<file path="src/sv/ddo_pkg.sv">
`default_nettype none

package ddo_pkg;

    // Field widths of the two channels.
    localparam int SPEED_W    = 11;
    localparam int POS_W      = 32;
    localparam int ANGLE_BITS = 16;

    // Position fraction bits (metres times 2^POSITION_FRAC_BITS).
    localparam int POSITION_FRAC_BITS = 20;

    // Forward step du, signed, in position units.
    localparam int DU_W  = POSITION_FRAC_BITS;
    localparam int DU_SH = 44 - POSITION_FRAC_BITS;

    // Heading step rounding.
    localparam int DTH_SH = 44 - ANGLE_BITS;

    // CORDIC: 32-bit binary angle, Q30 sine and cosine, 33-bit signed registers.
    localparam int ANG_FULL       = 32;
    localparam int CORDIC_W       = 33;
    localparam int CORDIC_STEPS   = 28;
    localparam int ITER_W         = $clog2(CORDIC_STEPS);
    localparam logic signed [CORDIC_W-1:0] CORDIC_GAIN = 33'sd652032874;

    localparam logic [29:0] ATAN_TURN32 [0:CORDIC_STEPS-1] = '{
        30'd536870912, 30'd316933406, 30'd167458907, 30'd85004756,
        30'd42667331,  30'd21354465,  30'd10679838,  30'd5340245,
        30'd2670163,   30'd1335087,   30'd667544,    30'd333772,
        30'd166886,    30'd83443,     30'd41722,     30'd20861,
        30'd10430,     30'd5215,      30'd2608,      30'd1304,
        30'd652,       30'd326,       30'd163,       30'd81,
        30'd41,        30'd20,        30'd10,        30'd5
    };

    // Scale constants, worked out at elaboration.
    // KDU48: half the travel per speed unit in Q48 metres.
    // TURN44: heading change per unit of speed difference, in Q44 turns.
    localparam logic [63:0] KDU48  = ((64'd32185 << 43) + 64'd122070312) / 64'd244140625;
    localparam logic [63:0] RAD40  = ((64'd32185 << 37) + 64'd12695312) / 64'd25390625;
    localparam logic [63:0] PI_Q30 = 64'd3373259426;
    localparam logic [63:0] TURN44 = ((RAD40 << 33) + (PI_Q30 / 64'd2)) / PI_Q30;

    // Shared multiplier operand and product widths.
    localparam int MA_W = (DU_W > SPEED_W + 1) ? DU_W : SPEED_W + 1;
    localparam int MB_W = CORDIC_W;
    localparam int P_W  = MA_W + MB_W;

    localparam logic signed [MB_W-1:0] KDU_B  = MB_W'(KDU48);
    localparam logic signed [MB_W-1:0] TURN_B = MB_W'(TURN44);

    // Rounding offsets (half of the dropped weight).
    localparam int XZ_SH = 34;
    localparam logic signed [P_W-1:0] RND_DU  = P_W'(1) << (DU_SH - 1);
    localparam logic signed [P_W-1:0] RND_DTH = P_W'(1) << (DTH_SH - 1);
    localparam logic signed [P_W-1:0] RND_XZ  = P_W'(1) << (XZ_SH - 1);

    // Multiplier operand select codes.
    localparam int MUL_SEL_W = 2;
    localparam logic [MUL_SEL_W-1:0] MUL_DU  = 2'd0;
    localparam logic [MUL_SEL_W-1:0] MUL_DTH = 2'd1;
    localparam logic [MUL_SEL_W-1:0] MUL_X   = 2'd2;
    localparam logic [MUL_SEL_W-1:0] MUL_Z   = 2'd3;

    typedef struct packed {
        logic                 load;
        logic                 mul_en;
        logic [MUL_SEL_W-1:0] mul_sel;
        logic                 du_load;
        logic                 dth_load;
        logic                 cordic_init;
        logic                 cordic_step;
        logic                 upd_x;
        logic                 upd_z;
        logic                 out_load;
    } ddo_cmd_t;

    typedef struct packed {
        logic cordic_last;
    } ddo_sts_t;

endpackage

`default_nettype wire

</file>
<file path="src/sv/ddo_if.sv">
`default_nettype none

interface ddo_in_if;
    import ddo_pkg::*;

    logic                      valid;
    logic                      ready;
    logic signed [SPEED_W-1:0] left_speed;
    logic signed [SPEED_W-1:0] right_speed;
    logic                      restart_pose;

    modport source (output valid, output left_speed, output right_speed,
                    output restart_pose, input ready);
    modport sink   (input valid, input left_speed, input right_speed,
                    input restart_pose, output ready);
endinterface

interface ddo_out_if;
    import ddo_pkg::*;

    logic                    valid;
    logic                    ready;
    logic signed [POS_W-1:0] pose_x;
    logic signed [POS_W-1:0] pose_z;
    logic [ANGLE_BITS-1:0]   pose_heading;

    modport source (output valid, output pose_x, output pose_z,
                    output pose_heading, input ready);
    modport sink   (input valid, input pose_x, input pose_z,
                    input pose_heading, output ready);
endinterface

`default_nettype wire

</file>
<file path="src/sv/ddo_datapath.sv">
`default_nettype none

module ddo_datapath (
    input  logic                               clk,
    input  logic                               rst_n,
    input  ddo_pkg::ddo_cmd_t                  cmd,
    output ddo_pkg::ddo_sts_t                  sts,
    input  logic signed [ddo_pkg::SPEED_W-1:0] left_speed,
    input  logic signed [ddo_pkg::SPEED_W-1:0] right_speed,
    input  logic                               restart_pose,
    output logic signed [ddo_pkg::POS_W-1:0]   pose_x,
    output logic signed [ddo_pkg::POS_W-1:0]   pose_z,
    output logic [ddo_pkg::ANGLE_BITS-1:0]     pose_heading
);
    import ddo_pkg::*;

    // Captured speeds.
    logic signed [SPEED_W-1:0]  left_reg, left_next;
    logic signed [SPEED_W-1:0]  right_reg, right_next;

    // Step terms and shared multiplier.
    logic signed [DU_W-1:0]     du_reg, du_next;
    logic [ANGLE_BITS-1:0]      dth_reg, dth_next;
    logic signed [P_W-1:0]      prod_reg, prod_next;

    // CORDIC rotator.
    logic signed [CORDIC_W-1:0] cx_reg, cx_next;
    logic signed [CORDIC_W-1:0] cy_reg, cy_next;
    logic signed [CORDIC_W-1:0] cz_reg, cz_next;
    logic                       flip_reg, flip_next;
    logic [ITER_W-1:0]          iter_reg, iter_next;

    // Pose state and result register.
    logic signed [POS_W-1:0]    pos_x_reg, pos_x_next;
    logic signed [POS_W-1:0]    pos_z_reg, pos_z_next;
    logic [ANGLE_BITS-1:0]      heading_reg, heading_next;
    logic signed [POS_W-1:0]    out_x_reg, out_x_next;
    logic signed [POS_W-1:0]    out_z_reg, out_z_next;
    logic [ANGLE_BITS-1:0]      out_h_reg, out_h_next;

    logic signed [SPEED_W:0]    sum_lr;
    logic signed [SPEED_W:0]    diff_lr;
    logic signed [MA_W-1:0]     mul_a;
    logic signed [MB_W-1:0]     mul_b;
    logic signed [P_W-1:0]      mul_p;
    logic signed [CORDIC_W-1:0] sin_q30;
    logic signed [CORDIC_W-1:0] cos_q30;

    logic signed [P_W-1:0]      du_sum, du_shift;
    logic signed [P_W-1:0]      dth_sum, dth_shift;
    logic signed [P_W-1:0]      xz_sum, xz_shift;
    logic signed [POS_W+1:0]    xz_step;
    logic signed [POS_W+1:0]    pos_src;
    logic signed [POS_W+1:0]    pos_new;
    logic signed [POS_W-1:0]    pos_sat;

    logic [ANG_FULL-1:0]        ang_init;
    logic                       flip_init;
    logic signed [CORDIC_W-1:0] z_init;
    logic signed [CORDIC_W-1:0] xs, ys, atan_ext;
    logic                       restart_now;

    assign sum_lr  = {left_reg[SPEED_W-1], left_reg} + {right_reg[SPEED_W-1], right_reg};
    assign diff_lr = {right_reg[SPEED_W-1], right_reg} - {left_reg[SPEED_W-1], left_reg};

    assign sin_q30 = flip_reg ? -cy_reg : cy_reg;
    assign cos_q30 = flip_reg ? -cx_reg : cx_reg;

    always_comb
    begin
        unique case (cmd.mul_sel)
            MUL_DU:
            begin
                mul_a = MA_W'(sum_lr);
                mul_b = KDU_B;
            end
            MUL_DTH:
            begin
                mul_a = MA_W'(diff_lr);
                mul_b = TURN_B;
            end
            MUL_X:
            begin
                mul_a = MA_W'(du_reg);
                mul_b = sin_q30;
            end
            MUL_Z:
            begin
                mul_a = MA_W'(du_reg);
                mul_b = cos_q30;
            end
        endcase
    end

    assign mul_p = mul_a * mul_b;

    // Round half up, then drop the fraction.
    assign du_sum    = prod_reg + RND_DU;
    assign du_shift  = du_sum >>> DU_SH;
    assign dth_sum   = prod_reg + RND_DTH;
    assign dth_shift = dth_sum >>> DTH_SH;
    assign xz_sum    = prod_reg + RND_XZ;
    assign xz_shift  = xz_sum >>> XZ_SH;
    assign xz_step   = xz_shift[POS_W+1:0];

    // The position moves against the rotated forward step; saturate to 32 bits.
    assign pos_src = cmd.upd_x ? {{2{pos_x_reg[POS_W-1]}}, pos_x_reg}
                               : {{2{pos_z_reg[POS_W-1]}}, pos_z_reg};
    assign pos_new = pos_src - xz_step;

    always_comb
    begin
        if ((pos_new[POS_W+1] == pos_new[POS_W]) && (pos_new[POS_W] == pos_new[POS_W-1]))
        begin
            pos_sat = pos_new[POS_W-1:0];
        end
        else if (pos_new[POS_W+1])
        begin
            pos_sat = {1'b1, {(POS_W-1){1'b0}}};
        end
        else
        begin
            pos_sat = {1'b0, {(POS_W-1){1'b1}}};
        end
    end

    // Angles in the left half-plane are turned by half a turn and the results negated.
    assign ang_init  = {heading_reg, (ANG_FULL-ANGLE_BITS)'(0)};
    assign flip_init = ang_init[ANG_FULL-1] ^ ang_init[ANG_FULL-2];
    assign z_init    = CORDIC_W'($signed({ang_init[ANG_FULL-1] ^ flip_init,
                                          ang_init[ANG_FULL-2:0]}));

    assign xs       = cx_reg >>> iter_reg;
    assign ys       = cy_reg >>> iter_reg;
    assign atan_ext = CORDIC_W'(ATAN_TURN32[iter_reg]);

    assign sts.cordic_last = (iter_reg == ITER_W'(CORDIC_STEPS - 1));
    assign restart_now     = cmd.load && restart_pose;

    always_comb
    begin
        left_next    = cmd.load ? left_speed : left_reg;
        right_next   = cmd.load ? right_speed : right_reg;
        prod_next    = cmd.mul_en ? mul_p : prod_reg;
        du_next      = cmd.du_load ? du_shift[DU_W-1:0] : du_reg;
        dth_next     = cmd.dth_load ? dth_shift[ANGLE_BITS-1:0] : dth_reg;

        cx_next   = cx_reg;
        cy_next   = cy_reg;
        cz_next   = cz_reg;
        flip_next = flip_reg;
        iter_next = iter_reg;
        if (cmd.cordic_init)
        begin
            cx_next   = CORDIC_GAIN;
            cy_next   = '0;
            cz_next   = z_init;
            flip_next = flip_init;
            iter_next = '0;
        end
        else if (cmd.cordic_step)
        begin
            if (!cz_reg[CORDIC_W-1])
            begin
                cx_next = cx_reg - ys;
                cy_next = cy_reg + xs;
                cz_next = cz_reg - atan_ext;
            end
            else
            begin
                cx_next = cx_reg + ys;
                cy_next = cy_reg - xs;
                cz_next = cz_reg + atan_ext;
            end
            iter_next = sts.cordic_last ? '0 : iter_reg + 1'b1;
        end

        pos_x_next   = pos_x_reg;
        pos_z_next   = pos_z_reg;
        heading_next = heading_reg;
        if (restart_now)
        begin
            pos_x_next   = '0;
            pos_z_next   = '0;
            heading_next = '0;
        end
        else if (cmd.upd_x)
        begin
            pos_x_next = pos_sat;
        end
        else if (cmd.upd_z)
        begin
            pos_z_next   = pos_sat;
            heading_next = heading_reg + dth_reg;
        end

        out_x_next = cmd.out_load ? pos_x_reg : out_x_reg;
        out_z_next = cmd.out_load ? pos_z_reg : out_z_reg;
        out_h_next = cmd.out_load ? heading_reg : out_h_reg;
    end

    always_ff @(posedge clk or negedge rst_n)
    begin
        if (!rst_n)
        begin
            iter_reg    <= '0;
            pos_x_reg   <= '0;
            pos_z_reg   <= '0;
            heading_reg <= '0;
        end
        else
        begin
            iter_reg    <= iter_next;
            pos_x_reg   <= pos_x_next;
            pos_z_reg   <= pos_z_next;
            heading_reg <= heading_next;
        end
    end

    always_ff @(posedge clk)
    begin
        left_reg  <= left_next;
        right_reg <= right_next;
        prod_reg  <= prod_next;
        du_reg    <= du_next;
        dth_reg   <= dth_next;
        cx_reg    <= cx_next;
        cy_reg    <= cy_next;
        cz_reg    <= cz_next;
        flip_reg  <= flip_next;
        out_x_reg <= out_x_next;
        out_z_reg <= out_z_next;
        out_h_reg <= out_h_next;
    end

    assign pose_x       = out_x_reg;
    assign pose_z       = out_z_reg;
    assign pose_heading = out_h_reg;

endmodule

`default_nettype wire

</file>
<file path="src/sv/ddo_ctrl.sv">
`default_nettype none

module ddo_ctrl (
    input  logic              clk,
    input  logic              rst_n,
    input  logic              in_valid,
    output logic              in_ready,
    output logic              out_valid,
    input  logic              out_ready,
    input  ddo_pkg::ddo_sts_t sts,
    output ddo_pkg::ddo_cmd_t cmd
);
    import ddo_pkg::*;

    localparam int ST_W = 4;
    localparam logic [ST_W-1:0] S_IDLE = 4'd0;
    localparam logic [ST_W-1:0] S_DU   = 4'd1;
    localparam logic [ST_W-1:0] S_DTH  = 4'd2;
    localparam logic [ST_W-1:0] S_ANG  = 4'd3;
    localparam logic [ST_W-1:0] S_CORD = 4'd4;
    localparam logic [ST_W-1:0] S_MULX = 4'd5;
    localparam logic [ST_W-1:0] S_MULZ = 4'd6;
    localparam logic [ST_W-1:0] S_UPDZ = 4'd7;
    localparam logic [ST_W-1:0] S_DONE = 4'd8;

    logic [ST_W-1:0] state_reg, state_next;
    logic            out_valid_reg, out_valid_next;
    logic            out_free;

    // The result register can take a new pose when empty or being read this cycle.
    assign out_free = !out_valid_reg || out_ready;
    assign in_ready = (state_reg == S_IDLE);

    always_comb
    begin
        cmd            = '0;
        cmd.mul_sel    = MUL_DU;
        state_next     = state_reg;
        out_valid_next = out_valid_reg && !out_ready;

        unique case (state_reg)
            S_IDLE:
            begin
                if (in_valid)
                begin
                    cmd.load   = 1'b1;
                    state_next = S_DU;
                end
            end
            S_DU:
            begin
                cmd.mul_en      = 1'b1;
                cmd.mul_sel     = MUL_DU;
                cmd.cordic_init = 1'b1;
                state_next      = S_DTH;
            end
            S_DTH:
            begin
                cmd.du_load = 1'b1;
                cmd.mul_en  = 1'b1;
                cmd.mul_sel = MUL_DTH;
                state_next  = S_ANG;
            end
            S_ANG:
            begin
                cmd.dth_load    = 1'b1;
                cmd.cordic_step = 1'b1;
                state_next      = S_CORD;
            end
            S_CORD:
            begin
                cmd.cordic_step = 1'b1;
                if (sts.cordic_last)
                begin
                    state_next = S_MULX;
                end
            end
            S_MULX:
            begin
                cmd.mul_en  = 1'b1;
                cmd.mul_sel = MUL_X;
                state_next  = S_MULZ;
            end
            S_MULZ:
            begin
                cmd.upd_x   = 1'b1;
                cmd.mul_en  = 1'b1;
                cmd.mul_sel = MUL_Z;
                state_next  = S_UPDZ;
            end
            S_UPDZ:
            begin
                cmd.upd_z  = 1'b1;
                state_next = S_DONE;
            end
            S_DONE:
            begin
                if (out_free)
                begin
                    cmd.out_load   = 1'b1;
                    out_valid_next = 1'b1;
                    state_next     = S_IDLE;
                end
            end
            default:
            begin
                state_next = S_IDLE;
            end
        endcase
    end

    always_ff @(posedge clk or negedge rst_n)
    begin
        if (!rst_n)
        begin
            state_reg     <= S_IDLE;
            out_valid_reg <= 1'b0;
        end
        else
        begin
            state_reg     <= state_next;
            out_valid_reg <= out_valid_next;
        end
    end

    assign out_valid = out_valid_reg;

endmodule

`default_nettype wire

</file>
<file path="src/sv/differential_drive_odometry_core.sv">
`default_nettype none

// Channel | Direction | Payload                                   | Handshake
// --------+-----------+-------------------------------------------+----------------
// speed   | in        | left_speed, right_speed, restart_pose      | valid / ready
// pose    | out       | pose_x, pose_z, pose_heading               | valid / ready
//
// One transaction on speed produces exactly one transaction on pose. An item passes
// from acceptance to the result load through the two scale multiplies on the shared
// multiplier, 28 CORDIC iterations on a single shift-add rotator, and then the
// position products, saturating updates and result load. The core is back in idle
// in the cycle after the load; only then can the next speed transaction be accepted.
// Reset (rst_n low, asynchronous) zeroes the pose and empties the result register.
// A finished result waits in its register while the next item is accepted; the core
// stalls before the result load only if the previous result has not been taken.
module differential_drive_odometry_core (
    input  logic            clk,
    input  logic            rst_n,
    ddo_in_if.sink          speed,
    ddo_out_if.source       pose
);
    import ddo_pkg::*;

    ddo_cmd_t cmd;
    ddo_sts_t sts;

    // The controller sequences one item at a time through the shared datapath.
    ddo_ctrl u_ctrl (
        .clk       (clk),
        .rst_n     (rst_n),
        .in_valid  (speed.valid),
        .in_ready  (speed.ready),
        .out_valid (pose.valid),
        .out_ready (pose.ready),
        .sts       (sts),
        .cmd       (cmd)
    );

    // The datapath holds the pose, the CORDIC rotator, the multiplier and the
    // result register.
    ddo_datapath u_datapath (
        .clk          (clk),
        .rst_n        (rst_n),
        .cmd          (cmd),
        .sts          (sts),
        .left_speed   (speed.left_speed),
        .right_speed  (speed.right_speed),
        .restart_pose (speed.restart_pose),
        .pose_x       (pose.pose_x),
        .pose_z       (pose.pose_z),
        .pose_heading (pose.pose_heading)
    );

    // Only one item is in flight: after a transaction the input side closes.
    assert property (@(posedge clk) disable iff (!rst_n)
        (speed.valid && speed.ready) |=> !speed.ready)
        else $error("input accepted while an item is still in flight");

    // Loading a result makes it visible on the next cycle.
    assert property (@(posedge clk) disable iff (!rst_n)
        cmd.out_load |=> pose.valid)
        else $error("result load did not raise pose valid");

    // A waiting result is never overwritten before it is taken.
    assert property (@(posedge clk) disable iff (!rst_n)
        cmd.out_load |-> (!pose.valid || pose.ready))
        else $error("result register overwritten while stalled");

    // Capture, multiply, rotate and result load belong to distinct steps.
    assert property (@(posedge clk) disable iff (!rst_n)
        $onehot0({cmd.load, cmd.mul_en, cmd.cordic_step, cmd.out_load}))
        else $error("conflicting datapath commands");

endmodule

`default_nettype wire
</file>
<file path="src/flat_wrapper.sv">
// flat-port wrapper written by rule: the top's interface ports become plain ports
module differential_drive_odometry_core_flat import ddo_pkg::*;
  (clk, rst_n, speed_valid, speed_left_speed, speed_right_speed, speed_restart_pose, speed_ready, pose_valid, pose_pose_x, pose_pose_z, pose_pose_heading, pose_ready);
  ddo_in_if speed_i ();
  ddo_out_if pose_i ();
  input  logic clk;
  input  logic rst_n;
  input wire logic [$bits(speed_i.valid)-1:0] speed_valid;
  input wire logic [$bits(speed_i.left_speed)-1:0] speed_left_speed;
  input wire logic [$bits(speed_i.right_speed)-1:0] speed_right_speed;
  input wire logic [$bits(speed_i.restart_pose)-1:0] speed_restart_pose;
  output wire logic [$bits(speed_i.ready)-1:0] speed_ready;
  output wire logic [$bits(pose_i.valid)-1:0] pose_valid;
  output wire logic [$bits(pose_i.pose_x)-1:0] pose_pose_x;
  output wire logic [$bits(pose_i.pose_z)-1:0] pose_pose_z;
  output wire logic [$bits(pose_i.pose_heading)-1:0] pose_pose_heading;
  input wire logic [$bits(pose_i.ready)-1:0] pose_ready;
  assign speed_i.valid = speed_valid;
  assign speed_i.left_speed = speed_left_speed;
  assign speed_i.right_speed = speed_right_speed;
  assign speed_i.restart_pose = speed_restart_pose;
  assign speed_ready = speed_i.ready;
  assign pose_valid = pose_i.valid;
  assign pose_pose_x = pose_i.pose_x;
  assign pose_pose_z = pose_i.pose_z;
  assign pose_pose_heading = pose_i.pose_heading;
  assign pose_i.ready = pose_ready;
  differential_drive_odometry_core u_core (.clk(clk), .rst_n(rst_n), .speed(speed_i), .pose(pose_i));
endmodule
</file>
<file path="config.mk">
export PLATFORM = sky130hd
export DESIGN_NAME = differential_drive_odometry_core_flat
export DESIGN_NICKNAME = d
export VERILOG_FILES = /design/src/sv/ddo_pkg.sv /design/src/sv/ddo_if.sv /design/src/sv/ddo_datapath.sv /design/src/sv/ddo_ctrl.sv /design/src/sv/differential_drive_odometry_core.sv /design/src/flat_wrapper.sv
export SDC_FILE = /design/constraint.sdc
export NUM_CORES = 2
export LEC_CHECK = 0
export BUFFER_PORTS_ARGS = -buffer_cell sky130_fd_sc_hd__buf_2
export CAP_MARGIN = 20
export CORE_ASPECT_RATIO = 0.6
export CORE_MARGIN = 3
export CORE_UTILIZATION = 45
export CTS_BUF_LIST = sky130_fd_sc_hd__clkbuf_8
export CTS_CLUSTER_DIAMETER = 120
export DETAILED_ROUTE_END_ITERATION = 8
export MAX_ROUTING_LAYER = met4
export SKIP_CTS_REPAIR_TIMING = 1
export SLEW_MARGIN = 25
export SYNTH_ARGS = -nofsm -noshare
export SYNTH_HDL_FRONTEND = slang
export SYNTH_SLANG_ARGS = --single-unit
</file>
<file path="constraint.sdc">
create_clock -name clk -period 9.62 [get_ports clk]
set_clock_uncertainty 0.15 [all_clocks]
set_input_delay 1.443 -clock clk [delete_from_list [all_inputs] [get_ports clk]]
set_output_delay 1.443 -clock clk [all_outputs]
set_load 0.05 [all_outputs]
</file>
==> impl_results.md <==
- Clk sink count: 358
- Setup CP Type: register to register
- Worst setup margin: -0.100 ns
- DRC Markers: 0
- Hold Path Class: register to register
- Synthesized netlist cell count: 5891
- Initial antenna violation count: 4
- Largest cells by area after synthesis: fa_1 25%, edfxtp_1 11%, ha_1 7.4%, inv_1 5.7%, nand2_1 4.5%
- Critical R2R Capture: u_core.u_datapath.prod_reg[51]$_DFFE_PP_
- Number of synthesized flops with an enable pin: 186
- Status: finished with violations
- Vias in the first global route: approximately 45k
- Failing checks: setup timing
- WL/cell: 25.8 um
- Post-DP HPWL: roughly 160000 um
- Clock Path Buffers: 3
- CP max stage cell: or4_4
- DP Cell Count: roughly 7.7k
- Fraction of registers with async set/reset: roughly a quarter
- Synth top cells by count: 794 x inv_1, 660 x fa_1, 629 x nand2_1
- Routed wire length: slightly above 200000 um
- Largest net degree at the start of global routing: 85
- Synthesis Warnings: 0
- Via Count: 46.5k
- Yosys reg bits: 358
- Unique cell type count in the Yosys netlist: 100
- Die H: 270 um
- Post-Syn Area: about 52000 um^2
- Number of detailed-route iterations in the first pass: 6
- DRT iter0 DRCs: around 5.6k
- Post-synthesis sequential area ratio: between 10% and 20%
- Clock root buffer: clkbuf_8
- Syn_area_per_cell: 8.90 um^2
- First-pass GRT wire length: 301000 um
- Hold-critical path endpoint: u_core.u_datapath.cz_reg[0]$_SDFFE_PP0P_
- Critical Path AT: 10.04 ns
- Startpoint Class: register
- Worst relative slew slack: between 20% and 30%
- Yosys top cell area share: between 20 and 30%
- Final hold vios: 0
- Final min period: 9.72 ns
- Clock Latency Late Sink: roughly 0.74 ns
- Ys flop type: edfxtp_1
- Total gr overflow: 0
- Boundary pin count: between 100 and 150
- Synth-to-Final Area Change: 15.3%
- Hold Path Depth: 2
- Achievable frequency: 103 MHz
- NumNets Final: 7283
- Inserted Clock Buffers: slightly below 60
- Final Setup Violations: 9
- Hold Path Origin: u_core.u_datapath.cz_reg[0]$_SDFFE_PP0P_
- Dpl ws: -0.456 ns
- WP data required: 9.94 ns
- CTS tree: yes
- Largest area contributor in the netlist: fa_1
- H-tree depth: 2
- RSZ-0062 raised after global routing: yes
- R2R Path Start: u_core.u_datapath.cy_reg[7]$_SDFFE_PP0P_
- Worst reg2reg path depth: 37
- Count of pins over their slew limit: 0
- Die W: 447 um
- Mapped Nets: 6887
- Core Region: 115000 um^2
- Routability cong.: 1.05
- Worst-path clk slew: 0.07 ns
- Cell mode on critical path: fa_1
- Vias/cell: 5.91
- Routed Antenna Nets: 0
- CP max stage delay: 0.60 ns
- PortBufs: 108
- Fin cells: 7862
- Fraction of layout cells with a size suffix above 1: 17.6%
- Worst Max-Slew Pin Slew: 1.11 ns
- GRT Total Usage: ~34%
- Cell with the most instances after synthesis: inv_1
- Die Footprint: around 120000 um^2
- Worst-path fanout max: 5
- Crit share post-route: 101%
- Max Cap Violations: 0
- Flop-to-flop setup slack: -0.10 ns
- FILL cells: 10.6k
- Row count: 96
- Worst setup EP type: register
- Starting Density: between 40% and 50%
==> placed cells by master, fill, tap and decap left out, types with 27 or more instances in the layout <==
cell type  Yosys  final
dfrtp_1       90     85
buf_4          9    528
o21a_1        39     39
mux4_2        88     88
o31ai_1       47     46
o21ai_0      279    260
nand2b_1      48     43
o22ai_1       27     27
mux2i_1       54     54
and3_1        48     48
buf_12         0     34
mux2_2        30     30
xnor2_1      189    184
a22o_1        49     49
inv_1        794    809
nor3_1       119    114
o21bai_1      37     37
a211oi_1      33     29
dfxtp_1       82     81
nand3_1      274    272
and2_1        47     45
clkbuf_8       0     64
nand2_1      629    620
buf_2         21    107
a31oi_1       53     51
xor2_1       175    171
a21oi_1      275    251
nor2_1       399    375
edfxtp_1     186    186
ha_1         309    291
fa_1         660    645
a21o_1        81     80
nor2b_1       44     41
==> layer usage <==
layer,up-vias,GRT usage [%],part of all wire [%]
met5,-,-,0
met4,0,3.55,1.0
met3,152,12.8,15
met2,2601,41.6,37
met1,23091,53.9,48
li1,20651,-,-
==> critical path, delay by kind of cell, from the launching register on <==
| kind | cells | cell delay (ns) |
|---|---|---|
| simple gates | 9 | 1.94 |
| flops | 1 | 0.32 |
| compound gates | 9 | 1.75 |
| fa+ha+maj | 8 | 3.93 |
| buf+inv | 9 | 1.10 |
| xor+xnor | 2 | 0.25 |
==> logic make-up (layout without fill, tap and decap cells) <==
kind of cell | Yosys count | in the layout | synth area share (%)
multiplexers | 173 | 173 | 5.48
AND/OR/NAND/NOR | 1746 | 1746 | 15.3
adder cells (fa/ha/maj) | 969 | 969 | 32.6
AO/OA/AOI/OAI | 1133 | 1133 | 14.0
flip-flops | 358 | 358 | 18.1
buffers and inverters | 1147 | 1592 | 8.44
other | 0 | 7 | 0
XOR/XNOR | 365 | 365 | 6.11
==> layout make-up <==
| type | instances | area, um^2 | area share (%) |
|---|---|---|---|
| Clock inverter | 45 | 302 | 0.499 |
| Timing Repair Buffer | 682 | 5350 | 8.85 |
| Multi-Input combinational cell | 4386 | 39500 | 65.3 |
| Tap cell | 1519 | 1900 | 3.14 |
| Inverter | 801 | 3010 | 4.97 |
| Antenna cell | 7 | 17.5 | 0.0290 |
| Clock buffer | 64 | 881 | 1.46 |
| Sequential cell | 358 | 9490 | 15.7 |
==> how the worst max path moves through the flow <==
stage / from / to / slack, ns / depth (start not counted)
6_report: u_core.u_datapath.cy_reg[7]$_SDFFE_PP0P_ / u_core.u_datapath.prod_reg[51]$_DFFE_PP_ / -0.10 / 37
5_1_grt: u_core.u_datapath.right_reg[0]$_DFFE_PP_ / u_core.u_datapath.prod_reg[50]$_DFFE_PP_ / -0.45 / 44
4_1_cts: u_core.u_datapath.right_reg[1]$_DFFE_PP_ / u_core.u_datapath.prod_reg[49]$_DFFE_PP_ / -0.54 / 39
3_5_place_dp: u_core.u_datapath.right_reg[0]$_DFFE_PP_ / u_core.u_datapath.prod_reg[52]$_DFFE_PP_ / -0.46 / 42
3_3_place_gp: u_core.u_datapath.right_reg[0]$_DFFE_PP_ / u_core.u_datapath.prod_reg[50]$_DFFE_PP_ / -0.44 / 41
2_1_floorplan: u_core.u_datapath.cy_reg[4]$_SDFFE_PP0P_ / u_core.u_datapath.prod_reg[52]$_DFFE_PP_ / 0.07 / 35
==> per-stage QoR <==
stage	utilization, %	area, um^2	hold WS [ns]	TNS, ns
after floorplan	-	52400	0.282	0
after global placement	50.6	58100	0.295	-6.02
after detailed placement	50.6	58100	0.303	-5.85
after CTS	51.6	59300	0.313	-7.37
after global routing	52.6	60500	0.334	-5.86
final	52.6	60500	0.312	-0.419
Power is left out: the tool's default activity adds up to more than one toggle a clock period on the data nets, which glitch-free logic cannot reach.
